`config.mk`:
```
export PLATFORM = sky130hd
export DESIGN_NAME = calendar_date_stepper
export DESIGN_NICKNAME = d
export VERILOG_FILES = /design/src/hw/rtl/cds_pkg.sv /design/src/hw/rtl/cds_ctrl.sv /design/src/hw/rtl/cds_dp.sv /design/src/hw/rtl/calendar_date_stepper.sv
export SDC_FILE = /design/constraint.sdc
export NUM_CORES = 1
export LEC_CHECK = 0
export BUFFER_PORTS_ARGS = -buffer_cell sky130_fd_sc_hd__buf_2
export CAP_MARGIN = 40
export CORE_ASPECT_RATIO = 2
export CORE_UTILIZATION = 40
export DETAILED_ROUTE_END_ITERATION = 10
export HOLD_SLACK_MARGIN = 0.1
export MAX_ROUTING_LAYER = met4
export PLACE_DENSITY_LB_ADDON = 0.05
export SLEW_MARGIN = 0
export SYNTH_ARGS = -nofsm -noshare
export SYNTH_HDL_FRONTEND = slang
export SYNTH_SLANG_ARGS = --single-unit
```
`constraint.sdc`:
```
create_clock -name clk -period 5.3 [get_ports clk]
set_input_delay 1.06 -clock clk [delete_from_list [all_inputs] [get_ports clk]]
set_output_delay 1.06 -clock clk [all_outputs]
set_load 0.005 [all_outputs]
```
`src/hw/rtl/cds_pkg.sv`:
```
// shared types, constants and calendar helper functions for the date stepper
`default_nettype none
package cds_pkg;

	localparam int MAX_STEP_DEF  = 1024;
	localparam int YEAR_BITS_DEF = 14;
	localparam int DELTA_W       = 11;
	localparam int DEF_YEAR_BASE = 2023;
	localparam int YEAR_CYCLE    = 400;
	localparam int MOD_W         = 9;

	localparam logic CMD_LOAD = 1'b0;
	localparam logic CMD_STEP = 1'b1;

	localparam logic [3:0] MONTH_JAN = 4'd1;
	localparam logic [3:0] MONTH_FEB = 4'd2;
	localparam logic [3:0] MONTH_APR = 4'd4;
	localparam logic [3:0] MONTH_JUN = 4'd6;
	localparam logic [3:0] MONTH_SEP = 4'd9;
	localparam logic [3:0] MONTH_NOV = 4'd11;
	localparam logic [3:0] MONTH_DEC = 4'd12;

	localparam logic [4:0] DAYS_28 = 5'd28;
	localparam logic [4:0] DAYS_29 = 5'd29;
	localparam logic [4:0] DAYS_30 = 5'd30;
	localparam logic [4:0] DAYS_31 = 5'd31;

	localparam logic [MOD_W-1:0] CENT_1 = 9'd100;
	localparam logic [MOD_W-1:0] CENT_2 = 9'd200;
	localparam logic [MOD_W-1:0] CENT_3 = 9'd300;
	localparam logic [MOD_W-1:0] MOD_TOP = 9'd399;

	typedef enum logic [2:0] {
		ST_IDLE,
		ST_LOAD_MOD,
		ST_LOAD_CHK,
		ST_STEP,
		ST_FINISH
	} cds_state_t;

	typedef struct packed {
		logic capture;
		logic shift;
		logic commit_load;
		logic move;
		logic set_limit;
		logic publish;
	} cds_cmd_t;

	typedef struct packed {
		logic mod_last;
		logic steps_zero;
		logic blocked;
	} cds_status_t;

	// leap from year mod 400
	function automatic logic is_leap(input logic [MOD_W-1:0] mod400);
		is_leap = (mod400[1:0] == 2'b00) && (mod400 != CENT_1) &&
			(mod400 != CENT_2) && (mod400 != CENT_3);
	endfunction

	function automatic logic [4:0] month_len(input logic [3:0] m, input logic leap);
		case (m)
			MONTH_FEB: month_len = leap ? DAYS_29 : DAYS_28;
			MONTH_APR, MONTH_JUN, MONTH_SEP, MONTH_NOV: month_len = DAYS_30;
			default: month_len = DAYS_31;
		endcase
	endfunction

endpackage
`default_nettype wire

```
`src/hw/rtl/cds_ctrl.sv`:
```
// controller state machine for the date stepper
`default_nettype none
module cds_ctrl (
	input  wire logic                 clk,
	input  wire logic                 arst_n,
	input  wire logic                 in_valid,
	output logic                      in_stall,
	input  wire logic                 cmd,
	output logic                      out_valid,
	input  wire logic                 out_stall,
	output cds_pkg::cds_cmd_t         ctl,
	input  wire cds_pkg::cds_status_t sts
);
	import cds_pkg::*;

	cds_state_t state_q, state_d;
	logic       out_valid_q;

	always_ff @(posedge clk or negedge arst_n) begin
		if (!arst_n) begin
			state_q     <= ST_IDLE;
			out_valid_q <= 1'b0;
		end else begin
			state_q <= state_d;
			if (ctl.publish) begin
				out_valid_q <= 1'b1;
			end else if (!out_stall) begin
				out_valid_q <= 1'b0;
			end
		end
	end

	always_comb begin
		state_d = state_q;
		ctl     = '0;
		case (state_q)
			ST_IDLE: begin
				if (in_valid) begin
					ctl.capture = 1'b1;
					state_d     = (cmd == CMD_LOAD) ? ST_LOAD_MOD : ST_STEP;
				end
			end
			ST_LOAD_MOD: begin
				ctl.shift = 1'b1;
				if (sts.mod_last) begin
					state_d = ST_LOAD_CHK;
				end
			end
			ST_LOAD_CHK: begin
				ctl.commit_load = 1'b1;
				state_d         = ST_FINISH;
			end
			ST_STEP: begin
				if (sts.steps_zero) begin
					state_d = ST_FINISH;
				end else if (sts.blocked) begin
					ctl.set_limit = 1'b1;
					state_d       = ST_FINISH;
				end else begin
					ctl.move = 1'b1;
				end
			end
			ST_FINISH: begin
				// result register free or being emptied this cycle
				if (!out_valid_q || !out_stall) begin
					ctl.publish = 1'b1;
					state_d     = ST_IDLE;
				end
			end
			default: begin
				state_d = ST_IDLE;
			end
		endcase
	end

	assign in_stall  = (state_q != ST_IDLE);
	assign out_valid = out_valid_q;

endmodule
`default_nettype wire

```
`src/hw/rtl/cds_dp.sv`:
```
// datapath of the date stepper: date registers, mod-400 unit, day counter, result register
`default_nettype none
module cds_dp #(
	parameter int MAX_STEP  = cds_pkg::MAX_STEP_DEF,
	parameter int YEAR_BITS = cds_pkg::YEAR_BITS_DEF
) (
	input  wire logic                          clk,
	input  wire logic                          arst_n,
	input  wire cds_pkg::cds_cmd_t             ctl,
	output cds_pkg::cds_status_t               sts,
	input  wire logic [4:0]                    load_day,
	input  wire logic [3:0]                    load_month,
	input  wire logic [YEAR_BITS-1:0]          load_year,
	input  wire logic signed [cds_pkg::DELTA_W-1:0] day_delta,
	output logic [4:0]                         day,
	output logic [3:0]                         month,
	output logic [YEAR_BITS-1:0]               year,
	output logic                               load_rejected,
	output logic                               limit_hit
);
	import cds_pkg::*;

	localparam int CNT_W      = $clog2(MAX_STEP + 1);
	localparam int CMP_W      = (CNT_W > DELTA_W) ? CNT_W : DELTA_W;
	localparam int YEAR_MAX_I = (1 << YEAR_BITS) - 1;
	localparam int DEF_YEAR_I = (DEF_YEAR_BASE > YEAR_MAX_I) ? YEAR_MAX_I : DEF_YEAR_BASE;
	localparam int RECIP_SH   = 29;
	localparam int PROD_W     = RECIP_SH + YEAR_BITS;
	localparam logic [YEAR_BITS-1:0] YEAR_MAX = YEAR_BITS'(YEAR_MAX_I);
	localparam logic [YEAR_BITS-1:0] DEF_YEAR = YEAR_BITS'(DEF_YEAR_I);
	localparam logic [YEAR_BITS-1:0] YEAR_ONE = YEAR_BITS'(1);
	localparam logic [MOD_W-1:0]     DEF_MOD  = MOD_W'(DEF_YEAR_I % YEAR_CYCLE);
	// rounded-up reciprocal of 400, exact quotient for years below 2^20
	localparam logic [PROD_W-1:0]    RECIP_M  = PROD_W'((1 << RECIP_SH) / YEAR_CYCLE + 1);
	localparam logic [YEAR_BITS-1:0] CYC_Y    = YEAR_BITS'(YEAR_CYCLE);

	// captured load beat
	logic [4:0]           ld_day_q;
	logic [3:0]           ld_month_q;
	logic [YEAR_BITS-1:0] ld_year_q;
	logic [YEAR_BITS-1:0] quo_q;
	logic [MOD_W-1:0]     rem_q;
	logic                 mod_ph_q;
	logic                 back_q;
	logic [CNT_W-1:0]     steps_q;

	// current date
	logic [4:0]           cur_day_q;
	logic [3:0]           cur_month_q;
	logic [YEAR_BITS-1:0] cur_year_q;
	logic [MOD_W-1:0]     cur_mod_q;
	logic                 rej_q;
	logic                 lim_q;

	// result register
	logic [4:0]           day_q;
	logic [3:0]           month_q;
	logic [YEAR_BITS-1:0] year_q;
	logic                 load_rejected_q;
	logic                 limit_hit_q;

	logic [DELTA_W-1:0]   raw;
	logic [DELTA_W-1:0]   mag;
	logic [CMP_W-1:0]     sat;
	logic [PROD_W-1:0]    prod;
	logic [YEAR_BITS-1:0] yr_sub;
	logic                 ld_ok;
	logic [4:0]           len_cur;
	logic [4:0]           len_prev;
	logic                 cur_leap;
	logic [4:0]           mv_day;
	logic [3:0]           mv_month;
	logic [YEAR_BITS-1:0] mv_year;
	logic [MOD_W-1:0]     mv_mod;

	always_comb begin
		raw = day_delta;
		mag = raw[DELTA_W-1] ? (~raw + DELTA_W'(1)) : raw;
		sat = (CMP_W'(mag) > CMP_W'(MAX_STEP)) ? CMP_W'(MAX_STEP) : CMP_W'(mag);

		// year mod 400: quotient by reciprocal multiply, then remainder by subtract
		prod   = PROD_W'(ld_year_q) * RECIP_M;
		yr_sub = ld_year_q - quo_q * CYC_Y;

		ld_ok = (ld_day_q != 5'd0) && (ld_month_q >= MONTH_JAN) &&
			(ld_month_q <= MONTH_DEC) && (ld_year_q != '0) &&
			(ld_day_q <= month_len(ld_month_q, is_leap(rem_q)));

		cur_leap = is_leap(cur_mod_q);
		len_cur  = month_len(cur_month_q, cur_leap);
		len_prev = month_len(cur_month_q - 4'd1, cur_leap);

		mv_day   = cur_day_q;
		mv_month = cur_month_q;
		mv_year  = cur_year_q;
		mv_mod   = cur_mod_q;
		if (!back_q) begin
			if (cur_day_q < len_cur) begin
				mv_day = cur_day_q + 5'd1;
			end else if (cur_month_q < MONTH_DEC) begin
				mv_day   = 5'd1;
				mv_month = cur_month_q + 4'd1;
			end else begin
				mv_day   = 5'd1;
				mv_month = MONTH_JAN;
				mv_year  = cur_year_q + YEAR_ONE;
				mv_mod   = (cur_mod_q == MOD_TOP) ? '0 : cur_mod_q + MOD_W'(1);
			end
		end else begin
			if (cur_day_q > 5'd1) begin
				mv_day = cur_day_q - 5'd1;
			end else if (cur_month_q > MONTH_JAN) begin
				mv_day   = len_prev;
				mv_month = cur_month_q - 4'd1;
			end else begin
				mv_day   = DAYS_31;
				mv_month = MONTH_DEC;
				mv_year  = cur_year_q - YEAR_ONE;
				mv_mod   = (cur_mod_q == '0) ? MOD_TOP : cur_mod_q - MOD_W'(1);
			end
		end

		sts.mod_last   = mod_ph_q;
		sts.steps_zero = (steps_q == '0);
		sts.blocked    = back_q ?
			((cur_day_q == 5'd1) && (cur_month_q == MONTH_JAN) && (cur_year_q == YEAR_ONE)) :
			((cur_day_q == DAYS_31) && (cur_month_q == MONTH_DEC) && (cur_year_q == YEAR_MAX));
	end

	// payload registers
	always_ff @(posedge clk) begin
		if (ctl.capture) begin
			ld_day_q   <= load_day;
			ld_month_q <= load_month;
			ld_year_q  <= load_year;
			back_q     <= raw[DELTA_W-1];
		end else if (ctl.shift) begin
			if (!mod_ph_q) begin
				quo_q <= prod[RECIP_SH +: YEAR_BITS];
			end else begin
				rem_q <= MOD_W'(yr_sub);
			end
		end
		if (ctl.publish) begin
			day_q           <= cur_day_q;
			month_q         <= cur_month_q;
			year_q          <= cur_year_q;
			load_rejected_q <= rej_q;
			limit_hit_q     <= lim_q;
		end
	end

	always_ff @(posedge clk or negedge arst_n) begin
		if (!arst_n) begin
			cur_day_q   <= 5'd1;
			cur_month_q <= MONTH_JAN;
			cur_year_q  <= DEF_YEAR;
			cur_mod_q   <= DEF_MOD;
			steps_q     <= '0;
			mod_ph_q    <= 1'b0;
			rej_q       <= 1'b0;
			lim_q       <= 1'b0;
		end else begin
			if (ctl.capture) begin
				mod_ph_q <= 1'b0;
				steps_q  <= sat[CNT_W-1:0];
				rej_q    <= 1'b0;
				lim_q    <= 1'b0;
			end else if (ctl.shift) begin
				mod_ph_q <= !mod_ph_q;
			end
			if (ctl.commit_load) begin
				if (ld_ok) begin
					cur_day_q   <= ld_day_q;
					cur_month_q <= ld_month_q;
					cur_year_q  <= ld_year_q;
					cur_mod_q   <= rem_q;
				end else begin
					cur_day_q   <= 5'd1;
					cur_month_q <= MONTH_JAN;
					cur_year_q  <= DEF_YEAR;
					cur_mod_q   <= DEF_MOD;
					rej_q       <= 1'b1;
				end
			end
			if (ctl.move) begin
				cur_day_q   <= mv_day;
				cur_month_q <= mv_month;
				cur_year_q  <= mv_year;
				cur_mod_q   <= mv_mod;
				steps_q     <= steps_q - CNT_W'(1);
			end
			if (ctl.set_limit) begin
				lim_q   <= 1'b1;
				steps_q <= '0;
			end
		end
	end

	assign day           = day_q;
	assign month         = month_q;
	assign year          = year_q;
	assign load_rejected = load_rejected_q;
	assign limit_hit     = limit_hit_q;

endmodule
`default_nettype wire

```
`src/hw/rtl/calendar_date_stepper.sv`:
```
// top level of the calendar date stepper
// Holds a day/month/year date. An input beat with cmd = load checks the
// date against the Gregorian month lengths and stores it, or stores
// 1/1/2023 and flags load_rejected. A beat with cmd = step moves the date
// by the signed day_delta, clipped to MAX_STEP days, one day per cycle,
// and flags limit_hit if the year range end stops it.
// Both channels use valid/stall; a beat moves when valid is high and stall
// is low. Exactly one result beat follows each input beat.
// For a load, the year mod 400 is found by a reciprocal multiply and then
// a subtract, and the date is then checked and stored; for a step, the
// day counter moves the date one day per cycle for min(|day_delta|,
// MAX_STEP) days. One item is in work at a time; the next input beat is
// taken the cycle after the result is loaded into the output register.
// A finished result waits in the output register while the receiver
// stalls; a further result waits in the controller until it is free.
// Reset clears the date to 1/1/2023 and empties the output register.
`default_nettype none
module calendar_date_stepper #(
	parameter int MAX_STEP  = cds_pkg::MAX_STEP_DEF,
	parameter int YEAR_BITS = cds_pkg::YEAR_BITS_DEF
) (
	input  wire logic                              clk,
	input  wire logic                              arst_n,
	input  wire logic                              in_valid,
	output logic                                   in_stall,
	input  wire logic                              cmd,
	input  wire logic [4:0]                        load_day,
	input  wire logic [3:0]                        load_month,
	input  wire logic [YEAR_BITS-1:0]              load_year,
	input  wire logic signed [cds_pkg::DELTA_W-1:0] day_delta,
	output logic                                   out_valid,
	input  wire logic                              out_stall,
	output logic [4:0]                             day,
	output logic [3:0]                             month,
	output logic [YEAR_BITS-1:0]                   year,
	output logic                                   load_rejected,
	output logic                                   limit_hit
);
	import cds_pkg::*;

	cds_cmd_t    ctl;
	cds_status_t sts;

	cds_ctrl u_ctrl (
		.clk       (clk),
		.arst_n    (arst_n),
		.in_valid  (in_valid),
		.in_stall  (in_stall),
		.cmd       (cmd),
		.out_valid (out_valid),
		.out_stall (out_stall),
		.ctl       (ctl),
		.sts       (sts)
	);

	cds_dp #(
		.MAX_STEP  (MAX_STEP),
		.YEAR_BITS (YEAR_BITS)
	) u_dp (
		.clk           (clk),
		.arst_n        (arst_n),
		.ctl           (ctl),
		.sts           (sts),
		.load_day      (load_day),
		.load_month    (load_month),
		.load_year     (load_year),
		.day_delta     (day_delta),
		.day           (day),
		.month         (month),
		.year          (year),
		.load_rejected (load_rejected),
		.limit_hit     (limit_hit)
	);

endmodule
`default_nettype wire
```
* Word level (Yosys, flattened, before mapping)
Cells that the tools add are included.
** Cells by class
- Add/sub/neg operators :: 11
- Multiply operators :: 2
- Div/mod/pow operators :: 0
- $lt $le $gt $ge :: 8
- Equal/unequal tests :: 41
- Shift operators :: 0
- Mux-type cells :: 70
- Bitwise logic cells :: 3
- Reduce and logical (&&, ||, !) cells :: 38
** Operators with widths (number)
- two-way mux 14 bit :: 8
- two-way mux 9 bit :: 10
- two-way mux 11 bit :: 5
- two-way mux 5 bit :: 7
- multiplier 14 x 20 -> 34 bit (second input constant) :: 1
- two-way mux 4 bit :: 8
- case mux 5 bit (2 select lines) :: 3
- == test 4 bit (second input constant) :: 7
- == test 4 x 3 -> 1 bit (second input constant) :: 6
- two-way mux 1 bit :: 20
- != test 9 x 7 -> 1 bit (second input constant) :: 2
- != test 9 x 8 -> 1 bit (second input constant) :: 2
- != test 9 bit (second input constant) :: 2
- two-way mux 3 bit :: 5
- case mux 3 bit (5 select lines) :: 1
- adder 14 x 1 -> 14 bit (second input constant) :: 1
- == test 14 x 1 -> 1 bit (second input constant) :: 1
- == test 14 bit (second input constant) :: 1
- logical AND 1 bit :: 14
- nonzero test 14 bit :: 1
- subtractor 14 x 1 -> 14 bit (second input constant) :: 1
- == test 4 x 2 -> 1 bit (second input constant) :: 3
- OR reduction 4 bit :: 3
- adder 11 x 1 -> 11 bit (second input constant) :: 1
- other kinds (43) :: 60
** Storage, ports and cells
- Bits in registers :: 114
- Bits in latches :: 0
- Bits in writable memories :: 0
- Bits in read-only memories :: 0
- Input bits :: 39
- Output and inout port bits :: 27
- Word-level logic and storage cells :: 194
- Memories :: 0

* Logic depth before layout (Yosys ltp)
- Word-level depth :: 11
- Gate-level depth with buffers :: 20

* By module
From an unflattened synthesis, not the netlist that was laid out.
** Second synthesis, totals
- Cell total of the unflattened synthesis :: 1123
- Area, all modules :: 11173.2 µm²
** By module, submodules not included
- cds_dp :: times used 1, cells an instance 1095, area an instance 10926.7 µm², seq. area each 3061.7 µm²
- cds_ctrl :: times used 1, cells an instance 28, area an instance 246.5 µm², seq. area each 100.1 µm²

* Worst setup path before layout
Ideal clock, no wire load.
- Path type :: register to register
- From :: register u_dp.ld_year_q[12]
- To :: register u_dp.quo_q[3] (data pin)
- Data arrival time :: 5087 ps
- Setup slack :: -44 ps
- Cell stages (with the launch flop) :: 17
- Buffers on the path :: 0
- Cells stage by stage :: edfxtp_1 -> fa_1 -> inv_1 -> fa_1 -> inv_1 -> fa_1 -> fa_1 -> fa_1 -> fa_1 -> ha_1 -> nand4_1 -> nor3_1 -> a31oi_1 -> a41o_1 -> o2111ai_1 -> a21oi_1 -> xnor2_1
** Between the ends
- Cells in the longest elaborated chain, start to end :: 1
** RTL lines
- from (decl) :: RTL line cds_dp.sv:40 : logic [YEAR_BITS-1:0] ld_year_q;
- from (signal assigned) :: RTL line cds_dp.sv:135 : ld_year_q <= load_year;
- multiplier 14 x 20 -> 34 bit :: RTL line cds_dp.sv:82 : prod = PROD_W'(ld_year_q) * RECIP_M;
- named net u_dp.prod[32] :: RTL line cds_dp.sv:65 : logic [PROD_W-1:0] prod;
- to (signal assigned) :: RTL line cds_dp.sv:139 : quo_q <= prod[RECIP_SH +: YEAR_BITS];
- to (decl) :: RTL line cds_dp.sv:41 : logic [YEAR_BITS-1:0] quo_q;
The timed path passes the listed nets, and every way through them passes these cells.
A chain may end at the register's enable or synchronous reset.

* Final worst setup path
- From :: register u_dp.ld_year_q[3]
- To :: register u_dp.quo_q[4] (data pin)
Same word-level chain as after synthesis.

==> flow_summary.yaml <==
finish:
  seqCellArea_um2: 3160
  finish.utilization_pct: 48.0
  nFillCells: 2557
  multi_input_area_um2: 7170
  layout_common_cells: "inv_1, ha_1, fa_1"
  mostFrequentLayoutCell: "inv_1"
  n_antenna_cell: 0
  final_nets: 1490
  final_area_um2: 12900
  area_delta_synth_final_pct: 17.6
  drive_above_1_share_pct: 19.8
floorplan:
  core_um2: 26900
  die_y_um: 236
  start_util_pct: 40.8
  io_pins: 66
  dieArea_um2: 28200
  die_w_um: 119
  rows: 85
clocking:
  numCtsBuffers: 17
  htree_levels: 4
  clockBufferDepth: 2
  clock_latency_ns: 0.44
  clkTransAtPathRegs_ns: 0.06
  cts-root-buf: "clkbuf_16"
  clock-sinks: 113
  cts_tree: "built"
timing:
  rsz0062_at_grt: "true"
  tns_ns: -0.0312
  hold_viol_final: 0
  relSlewSlack_pct: 48.3
  min_period_over_period_pct: 100
  tightest_slew_ns: 0.772
  skew_ns: 0.0176
  drv_slew: 0
  post-route-min-period_ns: 5.32
  clock.fmax_ghz: 0.188
  finalSetupViolations: 3
  setup_ws_ns: -0.0239
synth:
  synth_compound_area_share_pct: 13.2
  synth.distinct_cells: 75
  yosysSeqAreaShare_pct: 28.8
  synth_simple_gate_area_share_pct: 12.1
  yosys_warnings: 0
  synth_top_family_by_area: "adder cells"
  ys_ff_latch: 113
  synth.avg_cell_area_um2: 10.0
  synth_edf_count: 63
  syn_area_um2: 11000
  synth_mux_area_share_pct: 2.17
  synth_fa_ha_area_share_pct: 33.0
  syn-num-nets: 1373
  synth_top_flop_cell: "edfxtp_1"
  synthArstFlopShare_pct: 44.2
  syn_inst: 1095
  synthXorXnorAreaFrac_pct: 3.27
worst_hold_path:
  hold_class: "flop to flop"
  hp-start: "u_dp.rej_q$_DFF_PN0_"
routing:
  drt_iter0_drc: 386
  ant_nets: 0
  routedWlPerCell_um: 22.3
  drt-pass1-iter-count: 5
  vias_per_cell: 5.49
  totalWireLength_um: 35100
  vias: 8631
  drc: 0
global_route:
  grt_pass1_vias: 9248
  grt_max_degree: 51
  grt.overflow.total: 0
  grt_pass1_wl_um: 53400
  grtUsageTotal_pct: 27.0
  antenna_found_initial: 0
place:
  gp_congestion: 0.896
  dpl.hpwl_um: 28800
  place_ws_ns: -0.226
  portBuffers: 65
  placed_cell_area_um2: 12100
worst_setup_path:
  reg2reg_from: "u_dp.ld_year_q[3]$_DFFE_PP_"
  cp-end-kind: "flop"
  worstPathCellList: "buf_6, fa_1, inv_1, fa_1, inv_1, fa_1, fa_1, fa_1, ha_1, ha_4, nand4_1, nor3_1, a31oi_1, a41o_2, a21bo_4, a31oi_2, xnor2_1"
  startpoint_type: "flop"
  crit_arrival_ns: 5.51
  crit_required_ns: 5.48
  slowest_delay_ns: 0.55
  crit_path_start: "u_dp.ld_year_q[3]$_DFFE_PP_"
  path_max_fanout: 3
  cp_common_cell: "fa_1"
  cp_slowest_cell: "fa_1"
  critical_path_class: "flop to flop"
job:
  cap_violations: 0
run_status:
  violations: "setup timing"
  status: "complete, but fails checks"
-- flip-flops by register name, indices dropped and copies added (netlist names) --
register and flops:
u_ctrl.out_valid 1, u_ctrl.state_q 3, u_dp.back_q 1, u_dp.cur_day_q 5
u_dp.cur_mod_q 9, u_dp.cur_month_q 4, u_dp.cur_year_q 14, u_dp.day 5
u_dp.ld_day_q 5, u_dp.ld_month_q 4, u_dp.ld_year_q 14, u_dp.lim_q 1
u_dp.limit_hit 1, u_dp.load_rejected 1, u_dp.mod_ph_q 1, u_dp.month 4
u_dp.quo_q 5, u_dp.rej_q 1, u_dp.rem_q 9, u_dp.steps_q 11
u_dp.year 14
-- worst paths after layout --
kind                            cells after the start  slack, ns                        endpoint
worst max-delay path                               17      -0.02         u_dp.quo_q[4]$_DFFE_PP_
worst min-delay path                                0       0.49    u_dp.load_rejected$_DFFE_PP_
worst max register to register                     17      -0.02         u_dp.quo_q[4]$_DFFE_PP_
worst min register to register                      0       0.49    u_dp.load_rejected$_DFFE_PP_
max in group asynchronous                           2       4.01  u_dp.cur_year_q[4]$_DFFE_PN0P_
min in group asynchronous                           2       0.75   u_dp.cur_day_q[3]$_DFFE_PN0P_
-- Yosys cell counts, types with 4 or more instances --
cell	number	area share (%)
inv_1	171	5.8
ha_1	155	18
fa_1	84	15
edfxtp_1	63	17
nand2_1	61	2.1
o21ai_0	61	2.8
nor2_1	37	1.3
dfrtp_1	35	8.0
nand3_1	29	1.3
nor3_1	29	1.3
a21oi_1	28	1.3
clkbuf_1	27	0.92
xnor2_1	26	2.1
a31oi_1	23	1.3
o211ai_1	16	1.1
dfstp_2	15	3.6
xor2_1	15	1.2
nand4_1	12	0.68
nor2b_1	12	0.68
or3_1	10	0.57
a211oi_1	9	0.62
a22oi_1	9	0.62
o31ai_1	9	0.62
or2_2	9	0.51
and3_1	8	0.46
buf_2	8	0.36
mux2_4	8	1.1
nand2b_1	8	0.46
nor4_1	8	0.46
o22ai_1	8	0.46
a221oi_1	7	0.56
nor3b_1	7	0.48
a21o_1	6	0.41
mux2_2	6	0.62
o32ai_1	6	0.48
mux2i_1	5	0.46
or4_1	5	0.34
o21a_1	4	0.27
o221ai_1	4	0.32
-- what timing repair did --
| item | CTS | global route |
|---|---|---|
| resized for setup | 5 | 24 |
| cloned | 0 | 0 |
| buffers inserted | 1 | 6 |
| pin swaps | 12 | 34 |
| endpoints found under the setup margin | 5 | 5 |
| hold buffers | 0 | 0 |
-- layer usage --
layer  routed length [µm]  global-route usage (%)
met5                    0                       -
met4                 2600                    19.3
met3                  808                    3.26
met2                20900                    53.5
met1                10800                    22.1
-- stage by stage --
stage | hold slack [ns] | instances
floorplan | 0.423 | 1095
global placement | 0.480 | 1530
detailed placement | 0.488 | 1534
CTS | 0.499 | 1567
global route | 0.512 | 1573
finish | 0.490 | 1573
-- critical path: cells and delay by family, from the launching register on --
family,cells,cell delay (ns)
and+or+nand+nor,2,0.45
buffers and inverters,3,0.29
AOI/OAI and AO/OA,4,0.76
DFF,1,0.48
adders and majority gates,7,3.02
xor gates and xnor gates,1,0.07
-- area by class of cell --
cell class / count / share of cell area (%)
Clock buffer: 17 / 3.30
Clock inverter: 15 / 1.22
Multi-Input combinational cell: 771 / 55.6
Inverter: 171 / 4.97
Timing Repair Buffer: 138 / 7.07
Sequential cell: 113 / 24.5
Tap cell: 348 / 3.37
-- cells by family after synthesis --
logic type               Yosys count
adder cells (fa/ha/maj)          239
XOR/XNOR                          41
flip-flops                       113
multiplexers                      19
AO/OA/AOI/OAI                    219
buffers and inverters            211
AND/OR/NAND/NOR                  253
Power is left out: the tool's default activity adds up to more than one toggle a clock period on the data nets, which glitch-free logic cannot reach.
